$ cat config.mk
export PLATFORM = sky130hd
export DESIGN_NAME = mbs_front
export DESIGN_NICKNAME = d
export VERILOG_FILES = /design/src/hdl/mean_background_subtractor_top_assert.svh /design/src/hdl/mbs_pkg.sv /design/src/hdl/mbs_front.sv
export SDC_FILE = /design/constraint.sdc
export NUM_CORES = 1
export LEC_CHECK = 0
export ABC_CLOCK_PERIOD_IN_PS = 4900
export BUFFER_PORTS_ARGS = -buffer_cell sky130_fd_sc_hd__buf_2
export CORE_ASPECT_RATIO = 0.5
export CORE_MARGIN = 4
export CORE_UTILIZATION = 61
export DETAILED_ROUTE_END_ITERATION = 16
export PLACE_DENSITY = 0.92
export SLEW_MARGIN = 20
export SYNTH_ARGS = -nofsm -noshare
export SYNTH_HDL_FRONTEND = slang
export SYNTH_SLANG_ARGS = --single-unit
$ cat constraint.sdc
create_clock -name clock -period 4.9 [get_ports clock]
set_clock_uncertainty 0.05 [all_clocks]
set_input_delay 0.245 -clock clock [delete_from_list [all_inputs] [get_ports clock]]
set_output_delay 0.245 -clock clock [all_outputs]
set_load 0.005 [all_outputs]
$ cat src/hdl/mean_background_subtractor_top_assert.svh
// Assertion macros used by mbs_back of the mean background subtractor.
// Each macro expects signals named clock and reset in the including module.
`ifndef MEAN_BACKGROUND_SUBTRACTOR_TOP_ASSERT_SVH
`define MEAN_BACKGROUND_SUBTRACTOR_TOP_ASSERT_SVH
`ifndef ASSERT_OFF
`define MBS_ASSERT_ALWAYS(name, cond) \
   name: assert property (@(posedge clock) disable iff (reset) (cond)) \
      else $error("mbs assertion failed");
`define MBS_ASSERT_IMPLIES(name, ante, cons) \
   name: assert property (@(posedge clock) disable iff (reset) (ante) |-> (cons)) \
      else $error("mbs assertion failed");
`define MBS_ASSERT_NEXT(name, ante, cons) \
   name: assert property (@(posedge clock) disable iff (reset) (ante) |=> (cons)) \
      else $error("mbs assertion failed");
`else
`define MBS_ASSERT_ALWAYS(name, cond)
`define MBS_ASSERT_IMPLIES(name, ante, cons)
`define MBS_ASSERT_NEXT(name, ante, cons)
`endif
`endif

$ cat src/hdl/mbs_pkg.sv
`timescale 1ns / 1ps
// Shared types, constants and helper functions of the mean background subtractor.
// No dependencies.
package mbs_pkg;

   localparam int MAX_PIXELS = 65536;
   localparam int MAX_FRAMES = 1024;

   localparam int IDXF_W = 16;
   localparam int PIX_W = 8;
   localparam int REQ_W = 2;
   localparam int IDX_W = $clog2(MAX_PIXELS);
   localparam int SUM_W = 18;
   localparam int FC_W = 11;
   localparam int THR_W = 9;
   localparam int CSR_IDX_W = 1;
   localparam int CSR_DATA_W = 11;
   localparam int DIV_W = $clog2(MAX_FRAMES) + 1;
   localparam int QB = 8;
   localparam int REM_W = DIV_W + QB;

   localparam int CQ_DEPTH = 4;
   localparam int CQ_PTR_W = $clog2(CQ_DEPTH);
   localparam int CQ_CNT_W = CQ_PTR_W + 1;
   localparam int OQ_DEPTH = 16;
   localparam int OQ_PTR_W = $clog2(OQ_DEPTH);
   localparam int OQ_CNT_W = OQ_PTR_W + 1;

   localparam logic [REQ_W-1:0] REQ_ACC = 2'd0;
   localparam logic [REQ_W-1:0] REQ_CLS = 2'd1;
   localparam logic [REQ_W-1:0] REQ_CLR = 2'd2;

   localparam logic [CSR_IDX_W-1:0] CSR_FRAME_COUNT = 1'd0;
   localparam logic [CSR_IDX_W-1:0] CSR_THRESHOLD = 1'd1;

   localparam logic [PIX_W-1:0] GRAY_MAX = 8'd255;

   typedef enum logic [1:0] {
      OP_ACC,
      OP_CLS,
      OP_CLR
   } op_type;

   typedef struct packed {
      op_type            op;
      logic              zero;
      logic [IDX_W-1:0]  idx;
      logic [PIX_W-1:0]  pix;
   } cmd_type;

   typedef struct packed {
      logic clearing;
      logic pop;
   } back_stat_type;

   typedef struct packed {
      logic              valid;
      logic [SUM_W-1:0]  sum;
      logic [PIX_W-1:0]  pix;
   } div_in_type;

   typedef struct packed {
      logic              valid;
      logic [PIX_W-1:0]  fg;
      logic [PIX_W-1:0]  bg;
   } div_res_type;

   function automatic logic [DIV_W-1:0] div_clamp(input logic [FC_W-1:0] fc);
      logic [DIV_W-1:0] d;
      if (fc == '0) begin
         d = DIV_W'(1);
      end else if (fc > FC_W'(MAX_FRAMES)) begin
         d = DIV_W'(MAX_FRAMES);
      end else begin
         d = DIV_W'(fc);
      end
      return d;
   endfunction

endpackage

$ cat src/hdl/mbs_front.sv
`timescale 1ns / 1ps
// Front end: accepts requests, decodes and range-checks them, and queues commands.
// Depends on mbs_pkg.
module mbs_front
   import mbs_pkg::*;
(
   input  logic                clock,
   input  logic                reset,
   input  logic                req_valid,
   output logic                req_stall,
   input  logic [REQ_W-1:0]    req_type,
   input  logic [IDXF_W-1:0]   req_pixel_index,
   input  logic [PIX_W-1:0]    req_pixel_value,
   input  back_stat_type       stat,
   output logic                cmd_valid,
   output cmd_type             cmd
);

   cmd_type                q_mem_ff [CQ_DEPTH];
   logic [CQ_PTR_W-1:0]    wr_ff, wr_in;
   logic [CQ_PTR_W-1:0]    rd_ff, rd_in;
   logic [CQ_CNT_W-1:0]    cnt_ff, cnt_in;
   logic                   accept;
   logic                   in_range;
   logic                   keep;
   logic                   push;
   cmd_type                dec;

   assign req_stall = stat.clearing || (cnt_ff == CQ_CNT_W'(CQ_DEPTH));
   assign accept = req_valid && !req_stall;
   assign in_range = {1'b0, req_pixel_index} < (IDXF_W + 1)'(MAX_PIXELS);

   always_comb begin
      dec.op = OP_ACC;
      dec.zero = !in_range;
      dec.idx = req_pixel_index[IDX_W-1:0];
      dec.pix = req_pixel_value;
      keep = 1'b0;
      case (req_type)
         REQ_ACC: begin
            dec.op = OP_ACC;
            keep = in_range;
         end
         REQ_CLS: begin
            dec.op = OP_CLS;
            keep = 1'b1;
         end
         REQ_CLR: begin
            dec.op = OP_CLR;
            keep = in_range;
         end
         default: begin
            keep = 1'b0;
         end
      endcase
   end

   assign push = accept && keep;
   assign cmd_valid = cnt_ff != '0;
   assign cmd = q_mem_ff[rd_ff];

   always_comb begin
      wr_in = push ? wr_ff + 1'b1 : wr_ff;
      rd_in = stat.pop ? rd_ff + 1'b1 : rd_ff;
      cnt_in = cnt_ff;
      if (push && !stat.pop) begin
         cnt_in = cnt_ff + 1'b1;
      end else if (!push && stat.pop) begin
         cnt_in = cnt_ff - 1'b1;
      end
   end

   always_ff @(posedge clock) begin
      if (reset) begin
         wr_ff <= '0;
         rd_ff <= '0;
         cnt_ff <= '0;
      end else begin
         wr_ff <= wr_in;
         rd_ff <= rd_in;
         cnt_ff <= cnt_in;
      end
   end

   always_ff @(posedge clock) begin
      if (push) begin
         q_mem_ff[wr_ff] <= dec;
      end
   end

endmodule

==> impl_results.html <==
<table>
<tr><th>Metric</th><th>Value</th></tr>
<tr><th colspan="2">Status</th></tr>
<tr><td>Result of the run</td><td>complete, no violations</td></tr>
<tr><th colspan="2">Global route</th></tr>
<tr><td>Largest net degree at the start of global routing</td><td>27</td></tr>
<tr><td>Vias in the first global route</td><td>2335</td></tr>
<tr><td>Wire length of the first global-routing pass</td><td>14200 µm</td></tr>
<tr><td>Initial antenna violation count</td><td>0</td></tr>
<tr><td>Sum of overflow across all layers after global routing</td><td>0</td></tr>
<tr><td>Global routing usage summed across all routing layers</td><td>24.2%</td></tr>
<tr><th colspan="2">Timing</th></tr>
<tr><td>Transition at the pin with the smallest max-transition slack</td><td>0.926 ns</td></tr>
<tr><td>Final hold slack</td><td>0.0215 ns</td></tr>
<tr><td>Final critical-path share of the clock period</td><td>50.4%</td></tr>
<tr><td>Min Clock Period, post-route</td><td>2.47 ns</td></tr>
<tr><td>Count of endpoints failing hold in the final timing report</td><td>0</td></tr>
<tr><td>Final-report max-slew violation count</td><td>0</td></tr>
<tr><td>Count of endpoints failing setup in the final report</td><td>0</td></tr>
<tr><td>Aggregate negative setup slack</td><td>0 ns</td></tr>
<tr><td>Unrepaired setup endpoints after global routing</td><td>false</td></tr>
<tr><td>Remaining max-slew budget at the tightest pin</td><td>38.3%</td></tr>
<tr><td>F_max</td><td>405 MHz</td></tr>
<tr><th colspan="2">Detailed routing</th></tr>
<tr><td>Final ANT Viol Nets</td><td>0</td></tr>
<tr><td>Via total after detailed routing</td><td>2224</td></tr>
<tr><td>Remaining DRCs</td><td>0</td></tr>
<tr><td>Per-cell routed wire length</td><td>23.7 µm</td></tr>
<tr><td>Routed WL</td><td>9140 µm</td></tr>
<tr><td>Number of detailed-routing iterations run before antenna repair</td><td>4</td></tr>
<tr><td>Initial detailed-routing violation count</td><td>190</td></tr>
<tr><td>Vias per cell</td><td>5.76</td></tr>
<tr><th colspan="2">Die</th></tr>
<tr><td>Die Height</td><td>67.3 µm</td></tr>
<tr><td>Core Box Area</td><td>0.00675 mm²</td></tr>
<tr><td>Core Rows</td><td>21</td></tr>
<tr><td>Initial core utilization</td><td>63.6%</td></tr>
<tr><td>Number of ports placed on the die boundary</td><td>60</td></tr>
<tr><td>Overall die area</td><td>0.00853 mm²</td></tr>
<tr><td>Horizontal die dimension</td><td>127 µm</td></tr>
<tr><th colspan="2">Setup path</th></tr>
<tr><td>Endpoint kind of the worst setup timing path</td><td>output pin</td></tr>
<tr><td>Required time of the worst setup path</td><td>4.61 ns</td></tr>
<tr><td>Arrival time reported for the critical path endpoint</td><td>2.18 ns</td></tr>
<tr><td>Number of buffers and inverters on the critical path</td><td>1</td></tr>
<tr><td>Depth of the worst register-to-register path</td><td>8</td></tr>
<tr><td>Startpoint-to-endpoint class of the critical path</td><td>flip-flop to output pin</td></tr>
<tr><td>Startpoint type of the worst setup path</td><td>flip-flop</td></tr>
<tr><td>Cell with the largest stage delay on the worst path</td><td>sky130_fd_sc_hd__dfxtp_2</td></tr>
<tr><td>Delay of the slowest cell on the worst path</td><td>0.93 ns</td></tr>
<tr><td>CP max FO</td><td>26</td></tr>
<tr><td>Gate family responsible for the most delay along the worst path</td><td>flip-flops</td></tr>
<tr><td>Crit-path cells</td><td>mux4_1, buf_2</td></tr>
<tr><td>Number of cells on the critical path</td><td>2</td></tr>
<tr><th colspan="2">Logic synthesis</th></tr>
<tr><td>Post-synth top area share</td><td>72.7%</td></tr>
<tr><td>Post-synth top area cell</td><td>sky130_fd_sc_hd__edfxtp_1</td></tr>
<tr><td>Number of nets in the synthesized netlist</td><td>226</td></tr>
<tr><td>Xor/xnor share of the synthesized area</td><td>0.816%</td></tr>
<tr><td>Share of cell area taken by muxes after synthesis</td><td>15.1%</td></tr>
<tr><td>Adder-Cell Fraction of Synth Area</td><td>1.92%</td></tr>
<tr><td>Number of cells produced by synthesis</td><td>189</td></tr>
<tr><td>Proportion of synthesized flip-flops having asynchronous set or reset</td><td>0%</td></tr>
<tr><td>Prevailing post-synth register cell</td><td>sky130_fd_sc_hd__edfxtp_1</td></tr>
<tr><td>Count of unique library cells instantiated by Yosys</td><td>30</td></tr>
<tr><td>Synthesized area</td><td>0.00429 mm²</td></tr>
<tr><td>Fraction of the yosys area taken by sequential cells</td><td>76.9%</td></tr>
<tr><td>Warnings from Yosys</td><td>0</td></tr>
<tr><td>Synth Area per Inst</td><td>22.7 µm²</td></tr>
<tr><td>Synthesized-area fraction occupied by ao, oa, aoi and oai cells</td><td>1.11%</td></tr>
<tr><td>Area contributors post-synth</td><td>sky130_fd_sc_hd__edfxtp_1 (73%), sky130_fd_sc_hd__mux4_2 (10%), sky130_fd_sc_hd__mux4_1 (4.3%), sky130_fd_sc_hd__dfxtp_1 (4.2%), sky130_fd_sc_hd__ha_1 (1.5%)</td></tr>
<tr><td>Count of state elements after synthesis</td><td>113</td></tr>
<tr><td>Area share of and/or/nand/nor cells after synthesis</td><td>2.30%</td></tr>
<tr><td>Dominant combinational cell family by area after synthesis</td><td>multiplexers</td></tr>
<tr><td>Number of enable flip-flop cells after synthesis</td><td>104</td></tr>
<tr><th colspan="2">Final layout</th></tr>
<tr><td>Commonest non-fill, non-tap cells in the layout</td><td>sky130_fd_sc_hd__edfxtp_1 (104), sky130_fd_sc_hd__buf_2 (58), sky130_fd_sc_hd__mux4_2 (19), sky130_fd_sc_hd__dlygate4sd3_1 (19), sky130_fd_sc_hd__clkbuf_16 (17)</td></tr>
<tr><td>Total number of nets in the final design</td><td>318</td></tr>
<tr><td>Fraction of final layout cells sized beyond drive strength 1</td><td>39.8%</td></tr>
<tr><td>Area added between synthesis and finish</td><td>28.5%</td></tr>
<tr><td>Antenna diodes</td><td>0</td></tr>
<tr><td>Commonest non-fill, non-tap cell in the layout</td><td>sky130_fd_sc_hd__edfxtp_1</td></tr>
<tr><td>Cell Count, Final, Fillers Out</td><td>386</td></tr>
<tr><th colspan="2">Pwr</th></tr>
<tr><td>Power density over cell area</td><td>485 mW/mm²</td></tr>
<tr><td>Leakage power</td><td>1.98 nW</td></tr>
<tr><td>Peak VDD IR</td><td>0.439 mV</td></tr>
<tr><th colspan="2">Clocking</th></tr>
<tr><td>Maximum level of the CTS H-tree</td><td>4</td></tr>
<tr><td>CTS buffer count</td><td>17</td></tr>
<tr><td>Max Root-Sink Buffers</td><td>2</td></tr>
<tr><td>Register clock-pin slew on the reported worst setup and hold paths</td><td>0.06 ns</td></tr>
<tr><td>Resized cells post-CTS</td><td>0</td></tr>
<tr><td>Cell at the root of the clock tree</td><td>sky130_fd_sc_hd__clkbuf_16</td></tr>
<tr><td>Clock latency reported for the late side of the worst-skew pair</td><td>0.41 ns</td></tr>
<tr><td>Clock tree sinks</td><td>113</td></tr>
<tr><td>Clock tree from TritonCTS</td><td>built</td></tr>
<tr><th colspan="2">Worst hold path</th></tr>
<tr><td>HP Class</td><td>input port to flip-flop</td></tr>
<tr><td>Worst Hold Depth</td><td>1</td></tr>
<tr><th colspan="2">Placement</th></tr>
<tr><td>Count of input and output buffers</td><td>58</td></tr>
<tr><td>Dpl cells</td><td>335</td></tr>
<tr><td>Routability-driven placement congestion ratio</td><td>0.700</td></tr>
<tr><td>Total half-perimeter wirelength after legalization and detailed placement</td><td>4390 µm</td></tr>
<tr><th colspan="2">Flow run</th></tr>
<tr><td>Max capacitance violation total</td><td>0</td></tr>
</table>
## sequential cells by signal, indices dropped and copies added, names as in the netlist, named ones only
| signal | count |
|---|---|
| wr_ff | 2 |
| cnt_ff | 3 |
| rd_ff | 2 |
| q_mem_ff | 104 |
## what timing repair did
| item | in CTS | in global routing |
|---|---|---|
| hold endpoints to repair | 67 | 2 |
| buffers inserted | 0 | 0 |
| hold buffers | 18 | 1 |
## worst paths after layout
kind / to / slack (ns) / start
max reg2reg: cnt_ff[2]$_SDFFE_PP0P_ / 2.55 / cnt_ff[0]$_SDFFE_PP0P_
min: q_mem_ff[3][20]$_DFFE_PP_ / 0.02 / req_pixel_index[12]
max: cmd[8] / 2.43 / flip-flop
min reg2reg: rd_ff[0]$_SDFFE_PP0P_ / 0.49 / rd_ff[0]$_SDFFE_PP0P_
## routing by layer
metal / GRT usage, % / up-vias / share of wire (%)
li1: - / 959 / -
met1: 30.7 / 1132 / 40
met2: 39.1 / 116 / 50
met3: 9.32 / 17 / 7.2
met4: 8.69 / 0 / 2.4
met5: 0 / - / 0
## cell usage after synthesis (all sizes together), types with 2 or more instances
cell type  instances
and2               4
buf                6
clkbuf             2
dfxtp              9
edfxtp           104
ha                 5
inv                4
mux2i              2
mux4              26
nand2b             2
nor2               8
or3                2
xor2               3
## area by class of cell
cell class / count / area, µm²
clock inverter: 15 / 230
tap: 92 / 115
sequential: 113 / 3300
fill: 314 / 1240
inverter: 4 / 15.0
clock buffer: 17 / 425
timing repair buffer: 81 / 510
multi-input combinational: 64 / 915
## through the flow
stage                     power [mW]  utilization (%)  setup WS (ns)  instance area, µm²
after global placement          1.29             69.1           2.63                4670
after detailed placement        1.30             69.1           2.54                4670
after global routing            2.76             81.7           2.27                5520
final                           2.67             81.7           2.43                5520
after CTS                       2.68             81.5           2.36                5510
after floorplan                 1.23                -           2.75                4290
## logic make-up after synthesis
| kind of cell | Yosys count |
|---|---|
| adders and majority gates | 6 |
| AOI/OAI and AO/OA | 5 |
| muxes | 29 |
| xor gates and xnor gates | 4 |
| buffers and inverters | 12 |
| DFF | 113 |
| other | 1 |
| and+or+nand+nor | 19 |
## worst register-to-register path: stages, from the launching register on
cell                       delay [ns]
sky130_fd_sc_hd__dfxtp_1         0.41
sky130_fd_sc_hd__nor2_1          0.11
sky130_fd_sc_hd__a211oi_4        0.40
sky130_fd_sc_hd__ha_1            0.26
sky130_fd_sc_hd__inv_1           0.07
sky130_fd_sc_hd__fa_1            0.38
sky130_fd_sc_hd__xor2_1          0.16
sky130_fd_sc_hd__or3_1           0.30
sky130_fd_sc_hd__a21oi_1         0.14
## report_power, final
part / internal, mW / leakage, nW / switching, mW
sequential: 1.08 / 1.02 / 0.0272
combinational: 0.102 / 0.651 / 0.0855
clock: 0.908 / 0.311 / 0.467
Note: power is estimated with default switching activity, not from simulation.
